$ cat config.mk
export PLATFORM = sky130hd
export DESIGN_NAME = tkst_cell
export DESIGN_NICKNAME = d
export VERILOG_FILES = /design/src/rtl/assert_macros.svh /design/src/rtl/tkst_pkg.sv /design/src/rtl/tkst_cell.sv
export SDC_FILE = /design/constraint.sdc
export NUM_CORES = 1
export LEC_CHECK = 0
export BUFFER_PORTS_ARGS = -buffer_cell sky130_fd_sc_hd__buf_2
export CELL_PAD_IN_SITES_DETAIL_PLACEMENT = 1
export CELL_PAD_IN_SITES_GLOBAL_PLACEMENT = 2
export CORE_ASPECT_RATIO = 1.5
export CORE_MARGIN = 2
export CORE_UTILIZATION = 25
export CTS_CLUSTER_DIAMETER = 100
export DETAILED_ROUTE_END_ITERATION = 6
export GPL_TIMING_DRIVEN = 1
export PLACE_DENSITY_LB_ADDON = 0.3
export SLEW_MARGIN = 20
export SYNTH_ARGS = -nofsm -noshare
export SYNTH_HDL_FRONTEND = slang
export SYNTH_SLANG_ARGS = --single-unit
$ cat constraint.sdc
create_clock -name clk -period 6 [get_ports clk]
set_input_delay 0.3 -clock clk [delete_from_list [all_inputs] [get_ports clk]]
set_output_delay 0.3 -clock clk [all_outputs]
set_load 0.05 [all_outputs]
$ cat src/rtl/assert_macros.svh
// Assertion macros shared by the RTL files of the top-k tracker.
// Needs a clk and an active-low arst_n in the scope where a macro is used.
`ifndef ASSERT_MACROS_SVH
`define ASSERT_MACROS_SVH

// cond must hold at every clock edge out of reset
`define ASSERT_ALWAYS(lbl, cond, msg) \
	lbl: assert property (@(posedge clk) disable iff (!arst_n) (cond)) else $error(msg);

// when ante holds, cons must hold at the same edge
`define ASSERT_IMPLY(lbl, ante, cons, msg) \
	lbl: assert property (@(posedge clk) disable iff (!arst_n) (ante) |-> (cons)) \
		else $error(msg);

// when ante holds, cons must hold at the next edge
`define ASSERT_NEXT(lbl, ante, cons, msg) \
	lbl: assert property (@(posedge clk) disable iff (!arst_n) (ante) |=> (cons)) \
		else $error(msg);

`endif

$ cat src/rtl/tkst_pkg.sv
// Shared types and constants of the top-k smallest tracker.
// No dependencies; used by tkst_cell and top_k_smallest_tracker_unit.
package tkst_pkg;

	localparam int MAX_KEEP = 64;
	localparam int CNT_W = $clog2(MAX_KEEP + 1);
	localparam int DIST_W = 32;
	localparam int ID_W = 32;
	localparam int KEEP_W = 7;
	localparam int HELD_W = 7;
	localparam logic [KEEP_W-1:0] KEEP_RESET = 7'd10;

	// bit positions in the result tuser
	localparam int TU_ACC = 0;
	localparam int TU_EVI = 1;
	localparam int TU_VAL = 2;

	// distance sits above id, so a plain compare of two entries orders them
	// by distance first and id second
	typedef struct packed {
		logic [DIST_W-1:0] distance;
		logic [ID_W-1:0]   id;
	} entry_t;

	typedef enum logic [1:0] {
		OP_HOLD  = 2'd0,
		OP_INS   = 2'd1,
		OP_EVICT = 2'd2,
		OP_POP   = 2'd3
	} cell_op_t;

	typedef struct packed {
		cell_op_t op;
		entry_t   cand;
	} cell_ctl_t;

endpackage

$ cat src/rtl/tkst_cell.sv
// One cell of the sorted chain: holds one entry, compares it to the candidate.
// Depends on tkst_pkg.
module tkst_cell (
	input  logic              clk,
	input  tkst_pkg::cell_ctl_t ctl,
	input  logic              held,      // this cell holds a live entry
	input  tkst_pkg::entry_t  left_ent,  // worse-side neighbor
	input  tkst_pkg::entry_t  right_ent, // better-side neighbor
	input  logic              gt_left,
	input  logic              gt_right,
	output logic              gt,        // own entry is worse than candidate
	output tkst_pkg::entry_t  ent
);
	import tkst_pkg::*;

	entry_t ent_q;
	entry_t ent_nxt;

	assign ent = ent_q;
	assign gt = held && (ent_q > ctl.cand);

	always_comb begin
		unique case (ctl.op)
			OP_INS: begin
				// worse entries stay, candidate lands at the boundary, rest shift
				if (gt)
					ent_nxt = ent_q;
				else if (gt_left)
					ent_nxt = ctl.cand;
				else
					ent_nxt = left_ent;
			end
			OP_EVICT: begin
				// head leaves: worse entries move up, candidate fills the gap
				if (gt_right)
					ent_nxt = right_ent;
				else if (gt)
					ent_nxt = ctl.cand;
				else
					ent_nxt = ent_q;
			end
			OP_POP:  ent_nxt = right_ent;
			default: ent_nxt = ent_q;
		endcase
	end

	always_ff @(posedge clk) begin
		ent_q <= ent_nxt;
	end

endmodule

==> key figures <==
Global route
  – Global route total overflow: 0
  – First-pass GRT wire length: 29000 um
  – Vias in the first global route: 5544
  – Gr usage total: 16.9%
  – Initial antenna violation count: 1
  – Largest net degree at the start of global routing: 80

Timing
  – Final setup fails: 0
  – Slew @ Worst Pin: 0.998 ns
  – Final worst slack: 2.88 ns
  – Fin crit period: 3.12 ns
  – Setup repair after global routing missed its margin: false
  – Setup TNS: 0 ns
  – Hold Vio Cnt, Final: 0
  – Fin. max-slew vios: 0
  – Crit share post-route: 52.0%
  – Slew HR: 33.3%
  – Max Freq: 0.321 GHz
  – Setup Skew: 0.00755 ns

Worst hold path
  – Hold Crit Class: input port to register

Synthesis
  – Number of flops mapped to enable cells by yosys: 64
  – Synth async-reset ratio: 0%
  – Yosys warns: 0
  – Syn nets: 869
  – FF+latch count, synth: 64
  – Dominant cells by area after synthesis: edfxtp_1 37%, ha_1 15%, nand2_1 6.9%
  – Synth Instances: 607
  – Post-Syn Area: 5190 sq um
  – Mean Syn Cell Area: 8.55 sq um
  – Cell taking the most area after synthesis: edfxtp_1
  – Primary FF master, synth: edfxtp_1
  – Seq/Total Area, Yosys: 37.0%
  – Number of library cell types mapped by synthesis: 34
  – Post-synth top area share: 37.0%

Cells and area
  – Sequential Area: 1920 sq um
  – Area of the multi-input gates: 2910 sq um
  – Post-Layout Inst Area: 7070 sq um
  – Commonest non-fill, non-tap cell in the layout: buf_2
  – Commonest non-fill, non-tap cells in the layout: 262 x buf_2, 96 x nand2_1, 71 x inv_1, 64 x ha_1, 64 x edfxtp_1
  – Area Overhead vs Synth: 36.2%
  – Number of flip-flops in the largest register: 64
  – Final net count: 1116
  – Share of post-route cells with drive strength above 1: 34.5%
  – Filler cell count: 2522

Floorplan
  – Chip height: 181 um
  – Ports: 263
  – Row count: 64
  – Starting density of the core: 25.4%
  – Die X: 122 um
  – Die Area: 22000 sq um
  – Core ar.: 20400 sq um

Setup path
  – Slowest cell on the critical path: nor4_1
  – CP cell instances: ha_1 > nand4_1 > nor4_1 > a21boi_0 > or4_4 > a311oi_2 > nor4b_4 > o32ai_4 > buf_4
  – Worst setup SP type: register
  – CP required: 5.97 ns
  – R2R depth: 9
  – CP endpoint: ent[3]
  – Reg2Reg Setup Slack: 2.88 ns
  – Crit path from: ent[14]
  – R2r endpoint: ent[3]
  – RR Startpoint: ent[14]
  – Setup crit end kind: register
  – Crit path arrival time: 3.09 ns
  – CP max stage delay: 0.45 ns
  – Worst Path Max Fanout: 32
  – Crit Path Class: register to register

Detailed routing
  – DRC Markers: 0
  – Pre-antenna DRT Iters: 6
  – Vias: 5363
  – Final ANT Viol Nets: 0
  – Final Routed Wirelength: 18700 um
  – Initial detailed-routing violation count: 137
  – WL/cell: 16.6 um
  – Routed vias/inst: 4.77

Clocking
  – CTS root buf: clkbuf_16
  – Hold buffer count at cts: 0
  – CTS H-tree lvls: 3
  – Clk slew on worst S/H paths: 0.05 ns
  – Number of buffers created by CTS: 9
  – Setup bufs post-CTS: 0
  – CTS tree: built
  – Worst-Skew Late Latency: 0.33 ns
  – Max clock buf depth: 2
  – Resized Gates After CTS: 0
  – CTS Sinks: 64

Placement
  – IO Port Bufs: 262
  – Hpwl dp: 15000 um
  – Dpl ws: 2.76 ns
  – Post-DP Area: 6780 sq um
  – Routability congestion estimate: 0.734

Outcome
  – Status: finished, final reports clean

Job
  – Max Cap Violations: 0

Power
  – Pwr dens: 250 nW/um^2
  – VDD IR max: 0.000133 V
  – Total power draw: 1.77 mW
  – LEAKAGE: 3.40 nW
-- power breakdown --
group	internal (mW)	switching, mW
Sequential	0.571	0.0313
Combinational	0.201	0.443
Clock	0.320	0.202
Total	1.09	0.676
-- logic make-up (layout without fill, tap and decap cells) --
family | Yosys count | after routing | share of synthesized area [%]
simple gates | 223 | 223 | 20.7
compound gates | 152 | 152 | 19.2
buf+inv | 103 | 355 | 7.45
fa+ha+maj | 64 | 64 | 15.4
flops | 64 | 64 | 37.0
mux | 1 | 1 | 0.193
other cells | 0 | 1 | 0
-- area by class of cell --
class | instances | share of cell area (%)
inverter | 71 | 3.77
timing repair buffer | 268 | 19.2
tap | 264 | 4.67
multi-input combinational | 440 | 41.1
sequential | 64 | 27.2
clock inverter | 6 | 0.849
clock buffer | 10 | 3.24
antenna | 1 | 0.0354
-- worst max-delay path: cells and delay by family, from the launching register on --
| family | cells | cell delay, ns |
|---|---|---|
| AND/OR/NAND/NOR | 4 | 0.96 |
| AO/OA/AOI/OAI | 3 | 0.61 |
| buffers and inverters | 1 | 0.44 |
| flip-flops | 1 | 0.39 |
| adder cells (fa/ha/maj) | 1 | 0.33 |
-- cell usage after synthesis (4+ instances only) --
cell type  count
o21ai_0        9
a31oi_1       38
a21oi_1       26
a221oi_1       5
a211oi_1      38
nor2b_1       40
edfxtp_1      64
nand2_1       96
clkbuf_1      30
nand3_1        6
and4_1         4
ha_1          64
o22ai_1       27
nand4_1        8
nor2_1        56
inv_1         71
-- worst min-delay path by stage --
stage / endpoint / start / cells after the start / slack (ns)
2_1_floorplan: ent[38] / ctl[38] / 2 / 0.51
3_3_place_gp: ent[54] / ctl[54] / 3 / 0.62
3_5_place_dp: ent[39] / ctl[39] / 3 / 0.63
4_1_cts: ent[43] / ctl[43] / 3 / 0.28
5_1_grt: ent[57] / right_ent[57] / 3 / 0.30
6_report: ent[43] / ctl[43] / 3 / 0.29
-- stage by stage --
| step | instances | util (%) | hold WS, ns |
|---|---|---|---|
| 2_1_floorplan | 607 | - | 0.515 |
| 3_3_place_gp | 1107 | 33.2 | 0.622 |
| 3_5_place_dp | 1107 | 33.2 | 0.630 |
| 4_1_cts | 1123 | 34.6 | 0.284 |
| 5_1_grt | 1123 | 34.6 | 0.304 |
| 6_report | 1124 | 34.6 | 0.292 |
-- metal layers --
layer / vias up / wire (um) / global-route usage (%)
met3: 10 / 1150 / 3.70
li1: 2677 / - / -
met5: - / 13 / 0
met2: 164 / 10100 / 32.2
met4: 2 / 166 / 3.40
met1: 2510 / 7270 / 18.9
(Power assumes the default switching activity.)
